**config.mk**
```make
export PLATFORM = sky130hd
export DESIGN_NAME = max_line_sum_square_matrix
export DESIGN_NICKNAME = d
export VERILOG_FILES = /design/src/hdl/mlss_pkg.sv /design/src/hdl/max_line_sum_square_matrix.sv
export SDC_FILE = /design/constraint.sdc
export NUM_CORES = 2
export LEC_CHECK = 0
export BUFFER_PORTS_ARGS = -buffer_cell sky130_fd_sc_hd__buf_4
export CAP_MARGIN = 25
export CORE_AREA = 10 10 512 514
export DETAILED_ROUTE_END_ITERATION = 7
export DIE_AREA = 0 0 522 524
export MAX_ROUTING_LAYER = met4
export PLACE_DENSITY = 0.8
export SLEW_MARGIN = 20
export SYNTH_ARGS = -nofsm -noshare
export SYNTH_HDL_FRONTEND = slang
export SYNTH_SLANG_ARGS = --single-unit
```
**constraint.sdc**
```tcl
create_clock -name clk_i -period 9.6 [get_ports clk_i]
set_input_delay 0.48 -clock clk_i [delete_from_list [all_inputs] [get_ports clk_i]]
set_output_delay 0.48 -clock clk_i [all_outputs]
set_load 0.03 [all_outputs]
```
**src/hdl/mlss_pkg.sv**
```systemverilog
package mlss_pkg;

  localparam int MAX_DIM = 128;

  localparam int IDX_W  = (MAX_DIM > 1) ? $clog2(MAX_DIM) : 1;
  localparam int ELEM_W = 16;
  localparam int SUM_W  = ELEM_W + IDX_W + 1;
  localparam int DIM_W  = 8;
  localparam int OUT_W  = 22;
  localparam int OUT_MAX = (1 << OUT_W) - 1;
  localparam int TDATA_IN_W  = 16;
  localparam int TDATA_OUT_W = 24;

  localparam int DIMC_W = (DIM_W > IDX_W + 1) ? DIM_W : IDX_W + 1;
  localparam int CMP_W  = (SUM_W > OUT_W) ? SUM_W : OUT_W + 1;

  localparam logic [DIM_W-1:0] DIM_RESET = DIM_W'(100);

  typedef logic [IDX_W-1:0]        idx_t;
  typedef logic signed [SUM_W-1:0] sum_t;

endpackage

```
**src/hdl/max_line_sum_square_matrix.sv**
```systemverilog
// Streams the elements of a square matrix, row-major, one per transaction on the slave
// side, and returns one transaction on the master side after the last element of each
// matrix: the largest row, column, main-diagonal or anti-diagonal sum, floored at zero.
// The matrix size comes from cfg_wdata_i (0 reads as 1, values above 128 as 128); a write
// restarts the matrix and must only happen while no element is in flight. One element is
// taken per cycle: the column sums sit in a 128-entry memory with a registered read, and
// each element's sum is read as it enters stage 1, added there and written back as it
// leaves, with forwarding. The result then moves through stage 2 to the output register;
// while a result waits on the master side, s_axis_tready_o is low and the pipeline holds.
// Column-sum entries carry valid bits, so a new matrix starts at once with no clearing pass.
module max_line_sum_square_matrix (
  input  logic                                clk_i,
  input  logic                                rst_ni,
  input  logic                                cfg_we_i,
  input  logic [mlss_pkg::DIM_W-1:0]          cfg_wdata_i,
  input  logic                                s_axis_tvalid_i,
  output logic                                s_axis_tready_o,
  input  logic [mlss_pkg::TDATA_IN_W-1:0]     s_axis_tdata_i,   // [15:0] element
  output logic                                m_axis_tvalid_o,
  input  logic                                m_axis_tready_i,
  output logic [mlss_pkg::TDATA_OUT_W-1:0]    m_axis_tdata_o    // [21:0] max_line_sum
);

  localparam int IW = mlss_pkg::IDX_W;
  localparam int SW = mlss_pkg::SUM_W;
  localparam int CW = mlss_pkg::CMP_W;
  localparam int NW = mlss_pkg::DIMC_W;

  // configuration and position
  logic [mlss_pkg::DIM_W-1:0] dim_q;
  logic [NW-1:0]              dim_ext;
  logic [NW-1:0]              n_act;
  mlss_pkg::idx_t             last;
  mlss_pkg::idx_t             row_q, row_d, col_q, col_d;
  logic [IW:0]                rc_sum;

  logic adv, accept;

  // column sum store
  mlss_pkg::sum_t     col_mem [mlss_pkg::MAX_DIM];
  mlss_pkg::sum_t     rd_q;
  logic [mlss_pkg::MAX_DIM-1:0] colv_q;

  // stage 1
  logic               s1_v_q;
  mlss_pkg::sum_t     s1_e_q;
  mlss_pkg::idx_t     s1_col_q;
  logic               s1_lrow_q, s1_lcol_q, s1_diag_q, s1_anti_q;
  logic               s1_zero_q, s1_fwd_q;
  mlss_pkg::sum_t     s1_fwdv_q;
  logic               s1_end;
  mlss_pkg::sum_t     old_col, col_new, row_new, main_new, anti_new;
  mlss_pkg::sum_t     row_sum_q, main_q, anti_q;

  // stage 2
  logic               s2_v_q, s2_end_q;
  mlss_pkg::sum_t     c_col_q, c_row_q, c_main_q, c_anti_q;
  mlss_pkg::sum_t     best_q, m0, m1, m2, best_new;
  logic [CW-1:0]      best_wide;

  // output register
  logic                           out_v_q;
  logic [mlss_pkg::OUT_W-1:0]     out_q;

  assign dim_ext = NW'(dim_q);

  always_comb begin
    if (dim_ext == '0) begin
      n_act = NW'(1);
    end else if (dim_ext > NW'(mlss_pkg::MAX_DIM)) begin
      n_act = NW'(mlss_pkg::MAX_DIM);
    end else begin
      n_act = dim_ext;
    end
  end

  assign last   = IW'(n_act - NW'(1));
  assign rc_sum = {1'b0, row_q} + {1'b0, col_q};

  assign adv             = !out_v_q || m_axis_tready_i;
  assign s_axis_tready_o = adv;
  assign accept          = s_axis_tvalid_i && adv;

  always_comb begin
    row_d = row_q;
    col_d = col_q;
    if (col_q >= last) begin
      col_d = '0;
      row_d = (row_q >= last) ? '0 : row_q + IW'(1);
    end else begin
      col_d = col_q + IW'(1);
    end
  end

  // stage 1 arithmetic
  assign s1_end = s1_lrow_q && s1_lcol_q;

  always_comb begin
    if (s1_fwd_q) begin
      old_col = s1_fwdv_q;
    end else if (s1_zero_q) begin
      old_col = '0;
    end else begin
      old_col = rd_q;
    end
  end

  assign col_new  = old_col + s1_e_q;
  assign row_new  = row_sum_q + s1_e_q;
  assign main_new = s1_diag_q ? main_q + s1_e_q : main_q;
  assign anti_new = s1_anti_q ? anti_q + s1_e_q : anti_q;

  // stage 2 max tree
  assign m0       = (c_col_q > c_row_q) ? c_col_q : c_row_q;
  assign m1       = (c_main_q > c_anti_q) ? c_main_q : c_anti_q;
  assign m2       = (m0 > m1) ? m0 : m1;
  assign best_new = (m2 > best_q) ? m2 : best_q;
  assign best_wide = CW'(best_new);

  always_ff @(posedge clk_i) begin
    if (accept) begin
      rd_q <= col_mem[col_q];
    end
    if (adv && s1_v_q) begin
      col_mem[s1_col_q] <= col_new;
    end
  end

  always_ff @(posedge clk_i) begin
    if (accept) begin
      s1_e_q    <= SW'(signed'(s_axis_tdata_i));
      s1_col_q  <= col_q;
      s1_lrow_q <= row_q >= last;
      s1_lcol_q <= col_q >= last;
      s1_diag_q <= row_q == col_q;
      s1_anti_q <= rc_sum == {1'b0, last};
      s1_zero_q <= (s1_v_q && s1_end) || !colv_q[col_q];
      s1_fwd_q  <= s1_v_q && !s1_end && (s1_col_q == col_q);
      s1_fwdv_q <= col_new;
    end
    if (adv) begin
      c_col_q  <= (s1_v_q && s1_lrow_q) ? col_new : '0;
      c_row_q  <= (s1_v_q && s1_lcol_q) ? row_new : '0;
      c_main_q <= (s1_v_q && s1_end) ? main_new : '0;
      c_anti_q <= (s1_v_q && s1_end) ? anti_new : '0;
      if (s2_v_q && s2_end_q) begin
        out_q <= (best_wide > CW'(mlss_pkg::OUT_MAX)) ? mlss_pkg::OUT_W'(mlss_pkg::OUT_MAX)
                                                      : best_wide[mlss_pkg::OUT_W-1:0];
      end
    end
  end

  always_ff @(posedge clk_i or negedge rst_ni) begin
    if (!rst_ni) begin
      dim_q     <= mlss_pkg::DIM_RESET;
      row_q     <= '0;
      col_q     <= '0;
      colv_q    <= '0;
      s1_v_q    <= 1'b0;
      s2_v_q    <= 1'b0;
      s2_end_q  <= 1'b0;
      row_sum_q <= '0;
      main_q    <= '0;
      anti_q    <= '0;
      best_q    <= '0;
      out_v_q   <= 1'b0;
    end else if (cfg_we_i) begin
      dim_q     <= cfg_wdata_i;
      row_q     <= '0;
      col_q     <= '0;
      colv_q    <= '0;
      row_sum_q <= '0;
      main_q    <= '0;
      anti_q    <= '0;
      best_q    <= '0;
    end else begin
      if (accept) begin
        row_q <= row_d;
        col_q <= col_d;
      end
      if (adv) begin
        s1_v_q   <= accept;
        s2_v_q   <= s1_v_q;
        s2_end_q <= s1_v_q && s1_end;
        if (s1_v_q) begin
          row_sum_q <= s1_lcol_q ? '0 : row_new;
          main_q    <= s1_end ? '0 : main_new;
          anti_q    <= s1_end ? '0 : anti_new;
          if (s1_end) begin
            colv_q <= '0;
          end else begin
            colv_q[s1_col_q] <= 1'b1;
          end
        end
        if (s2_v_q) begin
          best_q <= s2_end_q ? '0 : best_new;
        end
        out_v_q <= s2_v_q && s2_end_q;
      end
    end
  end

  assign m_axis_tvalid_o = out_v_q;
  assign m_axis_tdata_o  = mlss_pkg::TDATA_OUT_W'(out_q);

endmodule

```
==> key figures <==
Outcome
  • Outcome: completed

STA
  • Rel. slew slack: 21.6%
  • Clock Skew: 0.0553 ns
  • Crit path time final: 8.80 ns
  • Hold slack: 0.103 ns
  • Worst setup margin: 0.796 ns
  • # setup viols final: 0
  • Total negative slack: 0 ns
  • Fmax: 114 MHz
  • Least-Margin Pin Slew: 1.18 ns
  • Fin crit share: 91.7%
  • Fin. max-slew vios: 0
  • RSZ-0062 raised after global routing: false
  • Final hold vios: 0

Setup path
  • Largest delay contributor family on the critical path: compound AO/OA/AOI/OAI gates
  • Critical path arrival: 9.53 ns
  • CP dominant cell by count: a21oi_1
  • Crit Path Category: reg2reg
  • Worst stage delay on the critical path: 0.60 ns
  • CP Buf/Inv Count: 3
  • Startpoint types: flip-flop
  • Reg2Reg Setup Slack: 0.80 ns
  • CP max FO: 25
  • Critical path endpoint category: flip-flop
  • Worst path required time: 10.32 ns
  • Crit-path slowest cell: nand2_1

Power and ir drop
  • Reg power frac: 48.1%
  • Switching part of the total: 26.3%
  • NetSw: 9850 uW
  • PD cells: 233 mW/mm^2
  • Clk network pwr share: 36.5%
  • Max rail drop VDD: 0.516 mV
  • Combinational Power Share: 15.3%
  • LEAKAGE: 0.0524 uW
  • P_int: 27600 uW

Cells and area
  • Final net count: 7625
  • Synth-to-layout area growth: 12.4%
  • Finished Layout Cells: 11021
  • Area of the multi-input gates: 0.0372 sq mm
  • Fillers: 15285
  • Share of cells above drive strength 1: 27.8%
  • Storage cell area: 0.104 sq mm
  • Final Core Density: 63.9%

Synthesis
  • Post-synth top flop: edfxtp_1
  • FF+latch count, synth: 3517
  • Area of the mapped netlist: 0.143 sq mm
  • Yosys cell types: 77
  • Cells after synthesis: 7011
  • Warnings from Yosys: 0
  • Synthesized area per cell: 20.4 sq um
  • Sequential area share after synthesis: 73.1%
  • Async S/R FF share, synth: 7.11%
  • Number of synthesized flops with an enable pin: 3267

Route
  • DR vias: 77521
  • Routed len/inst: 38.0 microns
  • 1st-iter DRT viols: 12852
  • First-pass DRT Iterations: 8
  • Antenna Nets Post-Route: 0
  • Drt drc: 0
  • DRT Wirelength: 419000 microns
  • Via-to-Cell Ratio: 7.03

Run
  • Max Cap Viol: 0

Placement
  • Post-DP HPWL: 211000 microns
  • Pre-CTS setup slack: 0.852 ns
  • Placed cell count: 10328
  • # port buffers: 52
  • RePlAce Congestion: 0.920

Global route
  • Largest net degree at the start of global routing: 150
  • GRT overflow: 0
  • Vias in the first global route: 78228
  • GRT Total Usage: 31.1%
  • First-pass GRT wire length: 591000 microns
  • Initial antenna violation count: 36

CTS
  • Root Buffer: clkbuf_16
  • Clock Latency Late Sink: 1.02 ns
  • CTS tree: built
  • Clk sinks: 3517
  • Clock slew at reported path FFs: 0.06 ns
  • H-tree Lvls: 5
  • CTS Buf Count: 353
  • Clock Path Buffers: 4

Worst hold path
  • Worst min path class: in2async

Floorplanning
  • Core box area: 0.251 sq mm
  • # rows: 184
  • DIE AREA: 0.274 sq mm
  • Initial Utilization: 56.9%
  • Io pins: 55
  • Die Ht: 524 microns
  • Die Width: 522 microns
metrics by stage:
step | area, sq um | total power (uW)
6_report | 161000 | 37500
2_1_floorplan | 143000 | 22000
4_1_cts | 160000 | 37300
3_5_place_dp | 149000 | 23800
3_3_place_gp | 149000 | 23600
5_1_grt | 161000 | 38400
routing by layer:
metal | share of wire (%) | GRT usage, % | wire length [microns]
met4 | 6.8 | 16.4 | 28400
met1 | 32 | 38.0 | 134000
met5 | 0 | - | 0
met3 | 13 | 7.66 | 52900
met2 | 49 | 48.6 | 204000
final timing paths:
| kind | end | depth (start not counted) | start |
|---|---|---|---|
| max | out_q[11] | 33 | c_col_q[15] |
| max in group asynchronous | colv_q[26] | 3 | rst_ni |
| min | best_q[6] | 2 | rst_ni |
| max reg2reg | out_q[11] | 33 | c_col_q[15] |
| min reg2reg | colv_q[74] | 2 | colv_q[74] |
| min in group clk_i | s1_e_q[12] | 2 | s_axis_tdata_i[12] |
power groups by stage:
stage          Combinational (uW)  Sequential, uW  Clock (uW)
2_1_floorplan                3460           18500           0
3_3_place_gp                 5240           18400           0
3_5_place_dp                 5460           18400           0
4_1_cts                      5600           18000       13700
5_1_grt                      6130           18000       14200
6_report                     5750           18000       13700
state kept, by name (all words and copies together), names as in the netlist, 16 cells and up:
signal     cells
col_mem     3072
s1_fwdv_q     24
rd_q          24
best_q        24
c_row_q       24
anti_q        24
c_main_q      24
c_col_q       24
main_q        24
colv_q       128
s1_e_q        16
c_anti_q      24
out_q         22
row_sum_q     24
area by class of cell:
class                   instances  area share (%)
repair buffers                356            1.98
clock buffers                 442            5.77
clock inverters               175            1.06
diodes                         31          0.0483
flip-flops and latches       3517            65.0
inverters                     147           0.344
well taps                    3348            2.61
multi-input cells            3005            23.2
repair_timing:
| item | 4_1_cts | 5_1_grt |
|---|---|---|
| endpoints found under the hold margin | 130 | 0 |
| gates resized for setup | 0 | 0 |
| hold buffers | 33 | 0 |
| buffers inserted | 0 | 0 |
logic make-up after synthesis:
family / synth area share, %
fa+ha+maj: 1.92
mux: 17.5
simple gates: 2.73
compound gates: 2.83
other cells: 0.00263
buf+inv: 1.31
xor+xnor: 0.656
flops: 73.1
cells in the mapped netlist (67+ instances only):
cell type / count / area share (%)
ha_1: 211 / 1.8
mux4_2: 1050 / 17
o21ai_0: 98 / 0.34
nand2_1: 155 / 0.41
a21oi_1: 268 / 0.94
dfrtp_1: 247 / 4.3
mux2i_1: 67 / 0.47
edfxtp_1: 3267 / 69
xnor2_1: 82 / 0.50
buf_1: 89 / 0.23
nor2_1: 438 / 1.2
clkbuf_1: 246 / 0.65
a22o_1: 81 / 0.50
inv_1: 131 / 0.34
placed cells by master, fill, tap and decap left out, types with 21 or more instances in the layout:
cell	n
mux4_2	1050
clkinv_1	55
nand2_1	154
nand4_1	23
clkbuf_1	82
inv_1	130
mux2i_1	67
ha_1	210
dlygate4sd3_1	33
clkbuf_16	356
nor2_2	131
edfxtp_1	3267
o21ai_0	98
mux2_2	40
xor2_1	22
clkinv_2	59
dfrtp_1	240
diode_2	31
o221ai_1	21
and3_1	24
buf_4	282
a21oi_1	267
nor3_1	41
nor2b_1	51
a22o_1	81
nor2_1	307
nand2b_1	23
bufinv_16	31
a21o_1	54
xnor2_1	65
nand3_1	39
Power figures use the tool's default switching activity.
